**src/rtl/ffrc_pkg.sv**
```systemverilog
// shared widths, constants, request types and grading functions of the fuzzy controller
// no dependencies; taken in by every other file of the block
package ffrc_pkg;

  localparam int NUM_RULES = 4;
  localparam int DATA_W    = 12;                 // q4.8 inputs and output
  localparam int CENTRE_W  = 4;                  // rule midpoints, integer units
  localparam int STR_W     = 10;                 // membership / strength, 512 = 1.0
  localparam int DEN_W     = 12;                 // sum of four strengths
  localparam int NUM_W     = 16;                 // signed sum of strength * midpoint
  localparam int MAG_W     = NUM_W - 1;          // magnitude of that sum
  localparam int QUO_W     = DATA_W;             // quotient magnitude bits
  localparam int ROUND_SH  = 9;                  // q-one (8 bits) plus the doubling for rounding
  localparam int DVD_W     = MAG_W + ROUND_SH;   // rounded dividend
  localparam int DIV_W     = DEN_W + 1;          // doubled denominator
  localparam int ADDR_W    = 4;
  localparam int PDATA_W   = 32;

  // set centres and half-width in raw q4.8
  localparam logic signed [DATA_W:0] SET_POS  = 13'sd512;
  localparam logic signed [DATA_W:0] SET_ZERO = 13'sd0;
  localparam logic signed [DATA_W:0] SET_NEG  = -13'sd512;
  localparam logic [DATA_W:0]        HALF_W   = 13'd512;

  // register indexes
  localparam logic [1:0] REG_RULE1 = 2'd0;
  localparam logic [1:0] REG_RULE2 = 2'd1;
  localparam logic [1:0] REG_RULE3 = 2'd2;
  localparam logic [1:0] REG_RULE4 = 2'd3;

  // midpoint reset values
  localparam logic [CENTRE_W-1:0] RULE1_RST = 4'b1110;
  localparam logic [CENTRE_W-1:0] RULE2_RST = 4'b0000;
  localparam logic [CENTRE_W-1:0] RULE3_RST = 4'b0010;
  localparam logic [CENTRE_W-1:0] RULE4_RST = 4'b0100;

  typedef logic [CENTRE_W-1:0] centre_t;
  typedef centre_t [NUM_RULES-1:0] centre_set_t;
  typedef logic [STR_W-1:0] strength_t;

  // one request queued between front and back
  typedef struct packed {
    logic             neg;
    logic [MAG_W-1:0] mag;
    logic [DEN_W-1:0] den;
  } queue_entry_t;

  // triangular membership of half-width two around centre c
  function automatic strength_t grade(input logic [DATA_W-1:0] x,
                                      input logic signed [DATA_W:0] c);
    logic signed [DATA_W:0] d;
    logic [DATA_W:0]        mag;
    d   = $signed({x[DATA_W-1], x}) - c;
    mag = d[DATA_W] ? 13'(-d) : 13'(d);
    if (mag < HALF_W) begin
      grade = STR_W'(HALF_W - mag);
    end else begin
      grade = '0;
    end
  endfunction

  function automatic strength_t min_str(input strength_t a, input strength_t b);
    min_str = (a < b) ? a : b;
  endfunction

endpackage

```
**src/rtl/ffrc_in_if.sv**
```systemverilog
// input channel of the fuzzy controller: error and error change
// depends on ffrc_pkg
interface ffrc_in_if;
  import ffrc_pkg::*;
  logic              valid;
  logic              ready;
  logic [DATA_W-1:0] error_value;
  logic [DATA_W-1:0] error_change;

  modport source (output valid, output error_value, output error_change, input ready);
  modport sink   (input valid, input error_value, input error_change, output ready);
endinterface

```
**src/rtl/ffrc_out_if.sv**
```systemverilog
// result channel of the fuzzy controller: control value and no-rule flag
// depends on ffrc_pkg
interface ffrc_out_if;
  import ffrc_pkg::*;
  logic              valid;
  logic              ready;
  logic [DATA_W-1:0] control_value;
  logic              no_rule_fired;

  modport source (output valid, output control_value, output no_rule_fired, input ready);
  modport sink   (input valid, input control_value, input no_rule_fired, output ready);
endinterface

```
**src/rtl/ffrc_cfg_regs.sv**
```systemverilog
// apb register file holding the four rule midpoints
// depends on ffrc_pkg
module ffrc_cfg_regs (
  input  logic                         clk,
  input  logic                         rst_n,
  input  logic                         psel,
  input  logic                         penable,
  input  logic                         pwrite,
  input  logic [ffrc_pkg::ADDR_W-1:0]  paddr,
  input  logic [ffrc_pkg::PDATA_W-1:0] pwdata,
  output logic [ffrc_pkg::PDATA_W-1:0] prdata,
  output logic                         pready,
  output ffrc_pkg::centre_set_t        centres
);
  import ffrc_pkg::*;

  centre_t    rule1_r, rule2_r, rule3_r, rule4_r;
  logic [1:0] reg_idx;
  logic       wr_en;
  centre_t    rd_val;

  assign pready  = 1'b1;
  assign reg_idx = paddr[3:2];
  assign wr_en   = psel & penable & pwrite;

  // register writes
  always_ff @(posedge clk) begin
    if (!rst_n) begin
      rule1_r <= RULE1_RST;
      rule2_r <= RULE2_RST;
      rule3_r <= RULE3_RST;
      rule4_r <= RULE4_RST;
    end else if (wr_en) begin
      case (reg_idx)
        REG_RULE1: rule1_r <= pwdata[CENTRE_W-1:0];
        REG_RULE2: rule2_r <= pwdata[CENTRE_W-1:0];
        REG_RULE3: rule3_r <= pwdata[CENTRE_W-1:0];
        REG_RULE4: rule4_r <= pwdata[CENTRE_W-1:0];
        default: ;
      endcase
    end
  end

  // read mux, sign extended
  always_comb begin
    case (reg_idx)
      REG_RULE1: rd_val = rule1_r;
      REG_RULE2: rd_val = rule2_r;
      REG_RULE3: rd_val = rule3_r;
      REG_RULE4: rd_val = rule4_r;
      default:   rd_val = '0;
    endcase
  end

  assign prdata  = {{(PDATA_W-CENTRE_W){rd_val[CENTRE_W-1]}}, rd_val};
  assign centres = {rule4_r, rule3_r, rule2_r, rule1_r};

endmodule

```
**src/rtl/ffrc_front.sv**
```systemverilog
// front end: accepts requests, grades them into rule strengths and forms
// the weighted sum and the denominator; depends on ffrc_pkg and ffrc_in_if
module ffrc_front (
  input  logic                   clk,
  input  logic                   rst_n,
  ffrc_in_if.sink                in_ch,
  input  ffrc_pkg::centre_set_t  centres,
  input  logic                   q_full,
  output logic                   q_push,
  output ffrc_pkg::queue_entry_t q_entry
);
  import ffrc_pkg::*;

  logic      f_vld_r;
  strength_t str_r [NUM_RULES];
  strength_t str_nxt [NUM_RULES];
  strength_t g_e_zero, g_e_neg, g_ec_pos, g_ec_zero, g_ec_neg;

  logic signed [NUM_W-1:0] prod [NUM_RULES];
  logic signed [NUM_W-1:0] num;
  logic [DEN_W-1:0]        den;

  assign in_ch.ready = !f_vld_r || !q_full;

  // memberships and rule strengths
  always_comb begin
    g_e_zero   = grade(in_ch.error_value, SET_ZERO);
    g_e_neg    = grade(in_ch.error_value, SET_NEG);
    g_ec_pos   = grade(in_ch.error_change, SET_POS);
    g_ec_zero  = grade(in_ch.error_change, SET_ZERO);
    g_ec_neg   = grade(in_ch.error_change, SET_NEG);
    str_nxt[0] = min_str(g_e_zero, g_ec_pos);
    str_nxt[1] = min_str(g_e_zero, g_ec_zero);
    str_nxt[2] = min_str(g_e_neg, g_ec_neg);
    str_nxt[3] = min_str(g_e_neg, g_ec_zero);
  end

  // strength register
  always_ff @(posedge clk) begin
    if (!rst_n) begin
      f_vld_r <= 1'b0;
    end else if (in_ch.ready) begin
      f_vld_r <= in_ch.valid;
    end
  end

  always_ff @(posedge clk) begin
    if (in_ch.ready && in_ch.valid) begin
      for (int i = 0; i < NUM_RULES; i++) begin
        str_r[i] <= str_nxt[i];
      end
    end
  end

  // weighted sum of midpoints and sum of strengths
  always_comb begin
    num = '0;
    den = '0;
    for (int i = 0; i < NUM_RULES; i++) begin
      prod[i] = $signed({{(NUM_W-STR_W){1'b0}}, str_r[i]}) *
                $signed({{(NUM_W-CENTRE_W){centres[i][CENTRE_W-1]}}, centres[i]});
      num     = num + prod[i];
      den     = den + DEN_W'(str_r[i]);
    end
  end

  assign q_push      = f_vld_r && !q_full;
  assign q_entry.neg = num[NUM_W-1];
  assign q_entry.mag = num[NUM_W-1] ? MAG_W'(-num) : MAG_W'(num);
  assign q_entry.den = den;

endmodule

```
**src/rtl/ffrc_queue.sv**
```systemverilog
// short fifo of requests between front and back
// depends on ffrc_pkg
module ffrc_queue #(
  parameter int DEPTH = 4
) (
  input  logic                   clk,
  input  logic                   rst_n,
  input  logic                   push,
  input  ffrc_pkg::queue_entry_t push_entry,
  input  logic                   pop,
  output ffrc_pkg::queue_entry_t pop_entry,
  output logic                   full,
  output logic                   empty
);
  import ffrc_pkg::*;

  localparam int IDX_W = (DEPTH > 1) ? $clog2(DEPTH) : 1;
  localparam int CNT_W = $clog2(DEPTH + 1);
  localparam logic [IDX_W-1:0] LAST = IDX_W'(DEPTH - 1);

  queue_entry_t     mem_r [DEPTH];
  logic [IDX_W-1:0] wr_idx_r, rd_idx_r;
  logic [CNT_W-1:0] cnt_r;

  assign full      = (cnt_r == CNT_W'(DEPTH));
  assign empty     = (cnt_r == '0);
  assign pop_entry = mem_r[rd_idx_r];

  // pointers and fill count
  always_ff @(posedge clk) begin
    if (!rst_n) begin
      wr_idx_r <= '0;
      rd_idx_r <= '0;
      cnt_r    <= '0;
    end else begin
      if (push) begin
        wr_idx_r <= (wr_idx_r == LAST) ? '0 : wr_idx_r + 1'b1;
      end
      if (pop) begin
        rd_idx_r <= (rd_idx_r == LAST) ? '0 : rd_idx_r + 1'b1;
      end
      if (push && !pop) begin
        cnt_r <= cnt_r + 1'b1;
      end else if (pop && !push) begin
        cnt_r <= cnt_r - 1'b1;
      end
    end
  end

  // storage
  always_ff @(posedge clk) begin
    if (push) begin
      mem_r[wr_idx_r] <= push_entry;
    end
  end

endmodule

```
**src/rtl/ffrc_back.sv**
```systemverilog
// back end: pipelined restoring divider, one quotient bit a stage, then
// sign and no-rule handling into the output register; depends on ffrc_pkg, ffrc_out_if
module ffrc_back (
  input  logic                   clk,
  input  logic                   rst_n,
  input  ffrc_pkg::queue_entry_t q_entry,
  input  logic                   q_empty,
  output logic                   q_pop,
  ffrc_out_if.source             out_ch
);
  import ffrc_pkg::*;

  localparam int STEPS = QUO_W;

  logic             bk_adv;
  logic             vld_r  [STEPS+1];
  logic             neg_r  [STEPS+1];
  logic             none_r [STEPS+1];
  logic [DIV_W-1:0] div_r  [STEPS+1];
  logic [DIV_W-1:0] rem_r  [STEPS+1];
  logic [QUO_W-1:0] work_r [STEPS+1];
  logic [DVD_W-1:0] dividend;

  logic              out_valid_r;
  logic [DATA_W-1:0] ctrl_r, ctrl_nxt;
  logic              flag_r;

  // whole pipe moves unless a finished result is held
  assign bk_adv = !out_valid_r || out_ch.ready;
  assign q_pop  = bk_adv && !q_empty;

  // rounded dividend: 2 * |num| * 256 + den, divided by 2 * den
  assign dividend = {q_entry.mag, {ROUND_SH{1'b0}}} + DVD_W'(q_entry.den);

  // stage zero, loaded from the queue
  always_ff @(posedge clk) begin
    if (!rst_n) begin
      vld_r[0] <= 1'b0;
    end else if (bk_adv) begin
      vld_r[0] <= !q_empty;
    end
  end

  always_ff @(posedge clk) begin
    if (bk_adv) begin
      neg_r[0]  <= q_entry.neg;
      none_r[0] <= (q_entry.den == '0);
      div_r[0]  <= {q_entry.den, 1'b0};
      rem_r[0]  <= {1'b0, dividend[DVD_W-1:QUO_W]};
      work_r[0] <= dividend[QUO_W-1:0];
    end
  end

  // one quotient bit per stage
  for (genvar k = 1; k <= STEPS; k++) begin : g_step
    logic [DIV_W:0]   cat;
    logic [DIV_W+1:0] diff;
    logic             take;

    always_comb begin
      cat  = {rem_r[k-1], work_r[k-1][QUO_W-1]};
      diff = {1'b0, cat} - {2'b0, div_r[k-1]};
      take = ~diff[DIV_W+1];
    end

    always_ff @(posedge clk) begin
      if (!rst_n) begin
        vld_r[k] <= 1'b0;
      end else if (bk_adv) begin
        vld_r[k] <= vld_r[k-1];
      end
    end

    always_ff @(posedge clk) begin
      if (bk_adv) begin
        neg_r[k]  <= neg_r[k-1];
        none_r[k] <= none_r[k-1];
        div_r[k]  <= div_r[k-1];
        rem_r[k]  <= take ? diff[DIV_W-1:0] : cat[DIV_W-1:0];
        work_r[k] <= {work_r[k-1][QUO_W-2:0], take};
      end
    end
  end

  // sign and no-rule case
  always_comb begin
    if (none_r[STEPS]) begin
      ctrl_nxt = '0;
    end else if (neg_r[STEPS]) begin
      ctrl_nxt = DATA_W'(-work_r[STEPS]);
    end else begin
      ctrl_nxt = DATA_W'(work_r[STEPS]);
    end
  end

  // output register
  always_ff @(posedge clk) begin
    if (!rst_n) begin
      out_valid_r <= 1'b0;
    end else if (bk_adv) begin
      out_valid_r <= vld_r[STEPS];
    end
  end

  always_ff @(posedge clk) begin
    if (bk_adv) begin
      ctrl_r <= ctrl_nxt;
      flag_r <= none_r[STEPS];
    end
  end

  assign out_ch.valid         = out_valid_r;
  assign out_ch.control_value = ctrl_r;
  assign out_ch.no_rule_fired = flag_r;

endmodule

```
**src/rtl/fuzzy_four_rule_controller.sv**
```systemverilog
// four-rule fuzzy controller, weighted-average output in q4.8
// grading is registered at the accepting edge itself, then the request passes the queue,
// stage zero that loads the divider, twelve divider stages (one quotient bit each) and
// the output register; throughput: one request per cycle unless a finished result is
// held at the output; the divider pipeline sets this figure
// reset: synchronous, active low; midpoints return to -2, 0, 2, 4, queue empties
module fuzzy_four_rule_controller #(
  parameter int QUEUE_DEPTH = 4
) (
  input  logic                         clk,
  input  logic                         rst_n,
  ffrc_in_if.sink                      in_ch,
  ffrc_out_if.source                   out_ch,
  input  logic                         psel,
  input  logic                         penable,
  input  logic                         pwrite,
  input  logic [ffrc_pkg::ADDR_W-1:0]  paddr,
  input  logic [ffrc_pkg::PDATA_W-1:0] pwdata,
  output logic [ffrc_pkg::PDATA_W-1:0] prdata,
  output logic                         pready
);
  import ffrc_pkg::*;

  centre_set_t  centres;
  logic         q_push, q_pop, q_full, q_empty;
  queue_entry_t push_entry, pop_entry;

  // midpoint registers
  ffrc_cfg_regs u_cfg (
    .clk     (clk),
    .rst_n   (rst_n),
    .psel    (psel),
    .penable (penable),
    .pwrite  (pwrite),
    .paddr   (paddr),
    .pwdata  (pwdata),
    .prdata  (prdata),
    .pready  (pready),
    .centres (centres)
  );

  // grading and weighted sums
  ffrc_front u_front (
    .clk     (clk),
    .rst_n   (rst_n),
    .in_ch   (in_ch),
    .centres (centres),
    .q_full  (q_full),
    .q_push  (q_push),
    .q_entry (push_entry)
  );

  // decoupling queue
  ffrc_queue #(
    .DEPTH (QUEUE_DEPTH)
  ) u_queue (
    .clk        (clk),
    .rst_n      (rst_n),
    .push       (q_push),
    .push_entry (push_entry),
    .pop        (q_pop),
    .pop_entry  (pop_entry),
    .full       (q_full),
    .empty      (q_empty)
  );

  // divider and output stage
  ffrc_back u_back (
    .clk     (clk),
    .rst_n   (rst_n),
    .q_entry (pop_entry),
    .q_empty (q_empty),
    .q_pop   (q_pop),
    .out_ch  (out_ch)
  );

endmodule
```
**src/flat_wrapper.sv**
```systemverilog
// flat-port wrapper written by rule: the top's interface ports become plain ports
module fuzzy_four_rule_controller_flat import ffrc_pkg::*;
#(
  parameter int QUEUE_DEPTH = 4
)
  (clk, rst_n, psel, penable, pwrite, paddr, pwdata, prdata, pready, in_ch_valid, in_ch_error_value, in_ch_error_change, in_ch_ready, out_ch_valid, out_ch_control_value, out_ch_no_rule_fired, out_ch_ready);
  ffrc_in_if in_ch_i ();
  ffrc_out_if out_ch_i ();
  input  logic clk;
  input  logic rst_n;
  input  logic psel;
  input  logic penable;
  input  logic pwrite;
  input  logic [ffrc_pkg::ADDR_W-1:0] paddr;
  input  logic [ffrc_pkg::PDATA_W-1:0] pwdata;
  output logic [ffrc_pkg::PDATA_W-1:0] prdata;
  output logic pready;
  input wire logic [$bits(in_ch_i.valid)-1:0] in_ch_valid;
  input wire logic [$bits(in_ch_i.error_value)-1:0] in_ch_error_value;
  input wire logic [$bits(in_ch_i.error_change)-1:0] in_ch_error_change;
  output wire logic [$bits(in_ch_i.ready)-1:0] in_ch_ready;
  output wire logic [$bits(out_ch_i.valid)-1:0] out_ch_valid;
  output wire logic [$bits(out_ch_i.control_value)-1:0] out_ch_control_value;
  output wire logic [$bits(out_ch_i.no_rule_fired)-1:0] out_ch_no_rule_fired;
  input wire logic [$bits(out_ch_i.ready)-1:0] out_ch_ready;
  assign in_ch_i.valid = in_ch_valid;
  assign in_ch_i.error_value = in_ch_error_value;
  assign in_ch_i.error_change = in_ch_error_change;
  assign in_ch_ready = in_ch_i.ready;
  assign out_ch_valid = out_ch_i.valid;
  assign out_ch_control_value = out_ch_i.control_value;
  assign out_ch_no_rule_fired = out_ch_i.no_rule_fired;
  assign out_ch_i.ready = out_ch_ready;
  fuzzy_four_rule_controller #(.QUEUE_DEPTH(QUEUE_DEPTH)) u_core (.clk(clk), .rst_n(rst_n), .in_ch(in_ch_i), .out_ch(out_ch_i), .psel(psel), .penable(penable), .pwrite(pwrite), .paddr(paddr), .pwdata(pwdata), .prdata(prdata), .pready(pready));
endmodule
```
**config.mk**
```make
export PLATFORM = sky130hd
export DESIGN_NAME = fuzzy_four_rule_controller_flat
export DESIGN_NICKNAME = d
export VERILOG_FILES = /design/src/rtl/ffrc_pkg.sv /design/src/rtl/ffrc_in_if.sv /design/src/rtl/ffrc_out_if.sv /design/src/rtl/ffrc_cfg_regs.sv /design/src/rtl/ffrc_front.sv /design/src/rtl/ffrc_queue.sv /design/src/rtl/ffrc_back.sv /design/src/rtl/fuzzy_four_rule_controller.sv /design/src/flat_wrapper.sv
export SDC_FILE = /design/constraint.sdc
export NUM_CORES = 2
export LEC_CHECK = 0
export ABC_AREA = 1
export BUFFER_PORTS_ARGS = -buffer_cell sky130_fd_sc_hd__buf_4
export CORE_MARGIN = 4
export CORE_UTILIZATION = 45
export DETAILED_ROUTE_END_ITERATION = 10
export PLACE_DENSITY_LB_ADDON = 0.1
export SYNTH_ARGS = -nofsm -noshare
export SYNTH_HDL_FRONTEND = slang
export SYNTH_SLANG_ARGS = --single-unit
```
**constraint.sdc**
```tcl
create_clock -name clk -period 11.1 [get_ports clk]
set_input_delay 2.775 -clock clk [delete_from_list [all_inputs] [get_ports clk]]
set_output_delay 2.775 -clock clk [all_outputs]
set_load 0.005 [all_outputs]
```
# Yosys cells after proc, flatten, opt, wreduce, memory -nomap -nowiden
# Memory sizes are Yosys's and may differ from the RTL's. A register that Yosys moved wholly into a read port is not among the register bits.
# Cells that the tools add are included.
[word_totals] regBits=37 ram_bits=685 inputBits=67 mem_count=8
[op_classes] add_sub_neg=38 multipliers=4 order_cmp=9 n_eq_ne=6 n_mux=57 n_bitwise=27 n_reduce_logical=22
[memory_table] name="u_core.u_back.div_r" depth=13 word_bits=13 rd=12 rd_ports_with_merged_regs=0 write_ports=13 line_no="ffrc_back.sv:19" rtl="logic [DIV_W-1:0] div_r [STEPS+1];"
[memory_table] name="u_core.u_back.rem_r" depth=13 word_bits=13 rd=12 rd_ports_with_merged_regs=0 write_ports=13 line_no="ffrc_back.sv:20" rtl="logic [DIV_W-1:0] rem_r [STEPS+1];"
[memory_table] name="u_core.u_back.work_r" depth=13 word_bits=12 rd=13 rd_ports_with_merged_regs=0 write_ports=13 line_no="ffrc_back.sv:21" rtl="logic [QUO_W-1:0] work_r [STEPS+1];"
[memory_table] name="u_core.u_queue.mem_r" depth=4 word_bits=28 rd=1 rd_ports_with_merged_regs=1 write_ports=1 line_no="ffrc_queue.sv:21" rtl="queue_entry_t mem_r [DEPTH];"
[memory_table] name="u_core.u_front.str_r" depth=4 word_bits=10 rd=4 rd_ports_with_merged_regs=0 write_ports=4 line_no="ffrc_front.sv:15" rtl="strength_t str_r [NUM_RULES];"
[memory_table] name="u_core.u_back.neg_r" depth=13 word_bits=1 rd=13 rd_ports_with_merged_regs=0 write_ports=13 line_no="ffrc_back.sv:17" rtl="logic neg_r [STEPS+1];"
[memory_table] name="+2 memories"
[ops] cell="two-way mux 13 bit" n=17
[ops] cell="subtractor 14 x 13 -> 15 bit" n=12
[ops] cell="two-way mux 10 bit" n=9
[ops] cell="< comparator 13 x 10 -> 1 bit (second input constant)" n=5
[ops] cell="multiplier 11 x 4 -> 15 bit" n=4
[ops] cell="subtractor 10 bit (first input constant)" n=5
[ops] cell="< comparator 10 bit" n=4
[ops] cell="negation 13 bit" n=3
[ops] cell="adder 16 x 15 -> 16 bit" n=2
[ops] cell="negation 12 -> 13 bit" n=2
[ops] cell="subtractor 12 x 10 -> 13 bit (second input constant)" n=2
[ops] cell="adder 24 x 12 -> 24 bit" n=1
[ops] cell="two-way mux 1 bit" n=22
[ops] cell="adder 15 x 15 -> 16 bit" n=1
[ops] cell="case mux 4 bit (4 select lines)" n=1
[ops] cell="two-way mux 15 bit" n=1
[ops] cell="negation 15 bit" n=1
[ops] cell="OR 1 bit" n=13
[ops] cell="subtractor 12 x 11 -> 13 bit (second input constant)" n=1
[ops] cell="adder 11 x 10 -> 12 bit" n=1
[ops] cell="adder 12 x 10 -> 12 bit" n=1
[ops] cell="zero test 12 bit" n=1
[ops] cell="two-way mux 12 bit" n=1
[ops] cell="negation 12 bit" n=1
[ops] cell="18 further kinds" n=52

# Depth between registers and ports, before layout
[depth] word_depth=7 depth_mapped=30

# Modules after synthesis
# A second synthesis with hierarchy kept.
[hier_totals] cells_unflattened=4702 hier_area_um2=41428.5
[by_module_without_submodules] module="ffrc_back" instances=1 cells_each=2543 area_per_inst_um2=23814.1 seq_area_each_um2=12832.3
[by_module_without_submodules] module="ffrc_front" instances=1 cells_each=1678 area_per_inst_um2=11989.0 seq_area_each_um2=1221.2
[by_module_without_submodules] module="ffrc_queue" instances=1 cells_each=330 area_per_inst_um2=4614.4 seq_area_each_um2=3543.4
[by_module_without_submodules] module="ffrc_cfg_regs" instances=1 cells_each=151 area_per_inst_um2=1011.0 seq_area_each_um2=320.3

# Worst setup path before layout
# Ideal clock, no wire load.
[synth_timing] path_kind="input-to-reg" start="input out_ch_ready" end="memory u_core.u_back.vld_r[10], data pin" setup_time_ns=0.142 t_arrival_ns=11.690 required_time_ns=10.958 path_slack_ns=-0.732 path_stages=5 path_buffers=1 path_cell_list="nor2_1 > inv_1 > nand2_1 > clkbuf_1 > nor2_1"
[synth_lines] item="start: declaration" line_no="flat_wrapper.sv:25" rtl="input wire logic [$bits(out_ch_i.ready)-1:0] out_ch_ready;"
[synth_lines] item="end: declaration" line_no="ffrc_back.sv:16" rtl="logic vld_r [STEPS+1];"

==> out/qor.yml <==
timing:
  clock_skew_ns: 0.02676
  period_share_pct: 71.71
  setup_slack_ns: 3.140
  fin_crit_ns: 7.960
  finalSetupViolCount: 0
  max_slew.worst_pin.slew_ns: 1.090
  slew_headroom_pct: 27.16
  finalHoldViolCount: 0
  max_freq_mhz: 125.6
  setup_tns_ns: 0
  grt_setup_unrepaired: "false"
  slew_violations: 0
synthesis:
  yosysSeqAreaShare_pct: 46.67
  synthDominantCellAreaShare_pct: 45.21
  ys.flop_type: "edfxtp_1"
  synthArstFlopShare_pct: 0
  syn_nets: 4487
  syn_inst: 3975
  yosysWarningCount: 0
  synth_edf_count: 578
  yosysTopAreaCell: "edfxtp_1"
  netlist_area_mm2: 0.03839
  avgSynthCellArea_um2: 9.658
  synthTopCellsByArea: "edfxtp_1 (45%), fa_1 (9.2%), ha_1 (8.8%)"
  synth.distinct_cells: 55
  ys_ff_latch: 606
layout:
  final_cell_mix: "nand2_1 (879), inv_1 (651), edfxtp_1 (578)"
  fillers: 7851
  final_common_cell: "nand2_1"
  fin_nets: 4537
  num_antenna_cells: 0
  area_growth_pct: 9.419
  drive_gt1_share_pct: 7.605
critical_path:
  crit_path_start_kind: "flop"
  cp_max_fo: 32
  end_kind: "flop"
  cp.arrival_ns: 8.29
  critical_path_class: "flop to flop"
  crit_path_max_incr_delay_ns: 0.80
  cp_data_required_time_ns: 11.43
  crit_buf_inv: 4
  cp_cell_sequence: "inv_1, or2_2, fa_1, inv_1, fa_1, fa_1, fa_1, fa_1, inv_1, fa_1, inv_1, ha_1, a21oi_1, o21ai_0, nand2_1, nand3_1, a21oi_1, o21ai_0, nand2_1, nand2_1, o21ai_0"
  path_delay_family: "adder cells"
  crit_top_cell: "fa_1"
  cp_slowest_cell: "dfxtp_1"
floorplan:
  core_area_mm2: 0.08409
  start_util_pct: 45.66
  die_area_mm2: 0.09005
  die_w_um: 300.1
  die_h_um: 300.1
  io_pins: 115
  rows: 106
placed_design:
  dpl.hpwl_mm: 60.89
  place_ws_ns: 3.057
  place.port_buffers: 83
  gp_congestion: 0.8529
routing:
  top_layer: "met5"
  wl_per_cell_um: 15.47
  drt_pass1_iterations: 5
  vias: 25640
  viasPerCell: 4.922
  routed_wl_mm: 80.61
  drc: 0
  wl_met1_mm: 36.67
  dr_wl_met2_mm: 38.56
  drt_iter0_drc: 1380
  postRouteAntennaNets: 0
  met3_length_mm: 3.580
clock_tree:
  cts_tree: "built"
  root_buffer: "clkbuf_16"
  path_clk_slew_ns: 0.05
  numCtsBuffers: 69
  clock_sinks: 606
  ctsLongestPathBuffers: 3
  ctsHoldBuffers: 0
  cts_max_level: 3
  cts-resized-gates: 0
  postCtsSetupRepairBufs: 0
  insertion_delay_ns: 0.60
run_status:
  status: "complete, no violations"
min_path:
  hold_class: "flop to flop"
grt:
  grt_pass1_wl_mm: 132.9
  grt_max_degree: 188
  grt-ovfl-total: 0
  antenna_found_initial: 2
  grt_pass1_vias: 25190
  grt_usage_pct: 18.29
job:
  max_cap_violations: 0
[layout make-up]
| type | count | area (um^2) | area share (%) |
|---|---|---|---|
| Clock buffer | 82 | 1797 | 4.277 |
| Clock inverter | 40 | 276.5 | 0.6583 |
| Inverter | 667 | 2507 | 5.969 |
| Multi-Input combinational cell | 2579 | 17310 | 41.21 |
| Sequential cell | 606 | 17920 | 42.65 |
| Tap cell | 1134 | 1419 | 3.378 |
| Timing Repair Buffer | 102 | 778.2 | 1.853 |
[per-layer routing]
| metal | global-route usage [%] | vias up |
|---|---|---|
| met1 | 24.42 | 12060 |
| met4 | 4.663 | 2 |
| met5 | 0 | - |
| met2 | 30.95 | 344 |
| li1 | - | 13110 |
| met3 | 3.387 | 120 |
[logic make-up (layout without fill, tap and decap cells)]
family,after synthesis,after routing,share of synthesized area [%]
simple gates,1514,1514,16.81
flops,606,606,46.67
fa+ha+maj,445,445,17.94
xor+xnor,145,145,3.308
compound gates,474,474,6.945
other cells,1,1,0.009768
buf+inv,790,891,8.311
[worst paths after layout]
kind                                    start                          end  slack [ns]  cells past startpoint
setup / recovery      u_core.u_cfg.rule3_r[3]  u_core.u_queue.mem_r[0][17]        3.14                     21
hold / removal    u_core.u_back.work_r[0][75]  u_core.u_back.work_r[0][88]        0.42                      0
setup reg to reg      u_core.u_cfg.rule3_r[3]  u_core.u_queue.mem_r[0][17]        3.14                     21
hold reg to reg   u_core.u_back.work_r[0][75]  u_core.u_back.work_r[0][88]        0.42                      0
[synth_stat cells, types with 43 or more instances]
| cell | instances |
|---|---|
| o21ai_0 | 167 |
| a21oi_1 | 161 |
| xnor2_1 | 56 |
| xor2_1 | 89 |
| inv_1 | 652 |
| edfxtp_1 | 578 |
| or2_2 | 43 |
| nand2_1 | 879 |
| buf_4 | 43 |
| nor2_1 | 240 |
| ha_1 | 269 |
| fa_1 | 176 |
| nand3_1 | 227 |
| clkbuf_1 | 47 |
[state kept, by name (all words and copies together), names as in the netlist, 12 cells and up, named ones only]
register,count
u_core.u_back.neg_r,13
u_core.u_front.str_r,40
u_core.u_back.out_ch.control_value,12
u_core.u_queue.mem_r,112
u_core.u_back.work_r,155
u_core.u_back.rem_r,155
u_core.u_back.none_r,13
u_core.u_back.vld_r,13
u_core.u_back.div_r,65
[worst register-to-register path: stages, from the launching register on]
cell,delay [ns]
dfxtp_1,0.80
inv_1,0.48
or2_2,0.43
fa_1,0.51
inv_1,0.05
fa_1,0.48
fa_1,0.57
fa_1,0.54
fa_1,0.54
inv_1,0.05
fa_1,0.54
inv_1,0.05
ha_1,0.35
a21oi_1,0.20
o21ai_0,0.14
nand2_1,0.08
nand3_1,0.12
a21oi_1,0.29
o21ai_0,0.13
nand2_1,0.07
nand2_1,0.59
o21ai_0,0.71
[through the flow]
step	hold slack [ns]	cell area, um^2	cells	utilization, %
4_1_cts	0.4146	42010	5210	49.96
2_1_floorplan	0.4003	38390	3975	-
5_1_grt	0.4183	42010	5210	49.96
3_5_place_dp	0.4045	39930	5088	47.49
6_report	0.4151	42010	5210	49.96
3_3_place_gp	0.4002	39930	5088	47.49
Power is not shown: default switching activity piles up to over one toggle a cycle in this logic, so the estimate is an artifact.
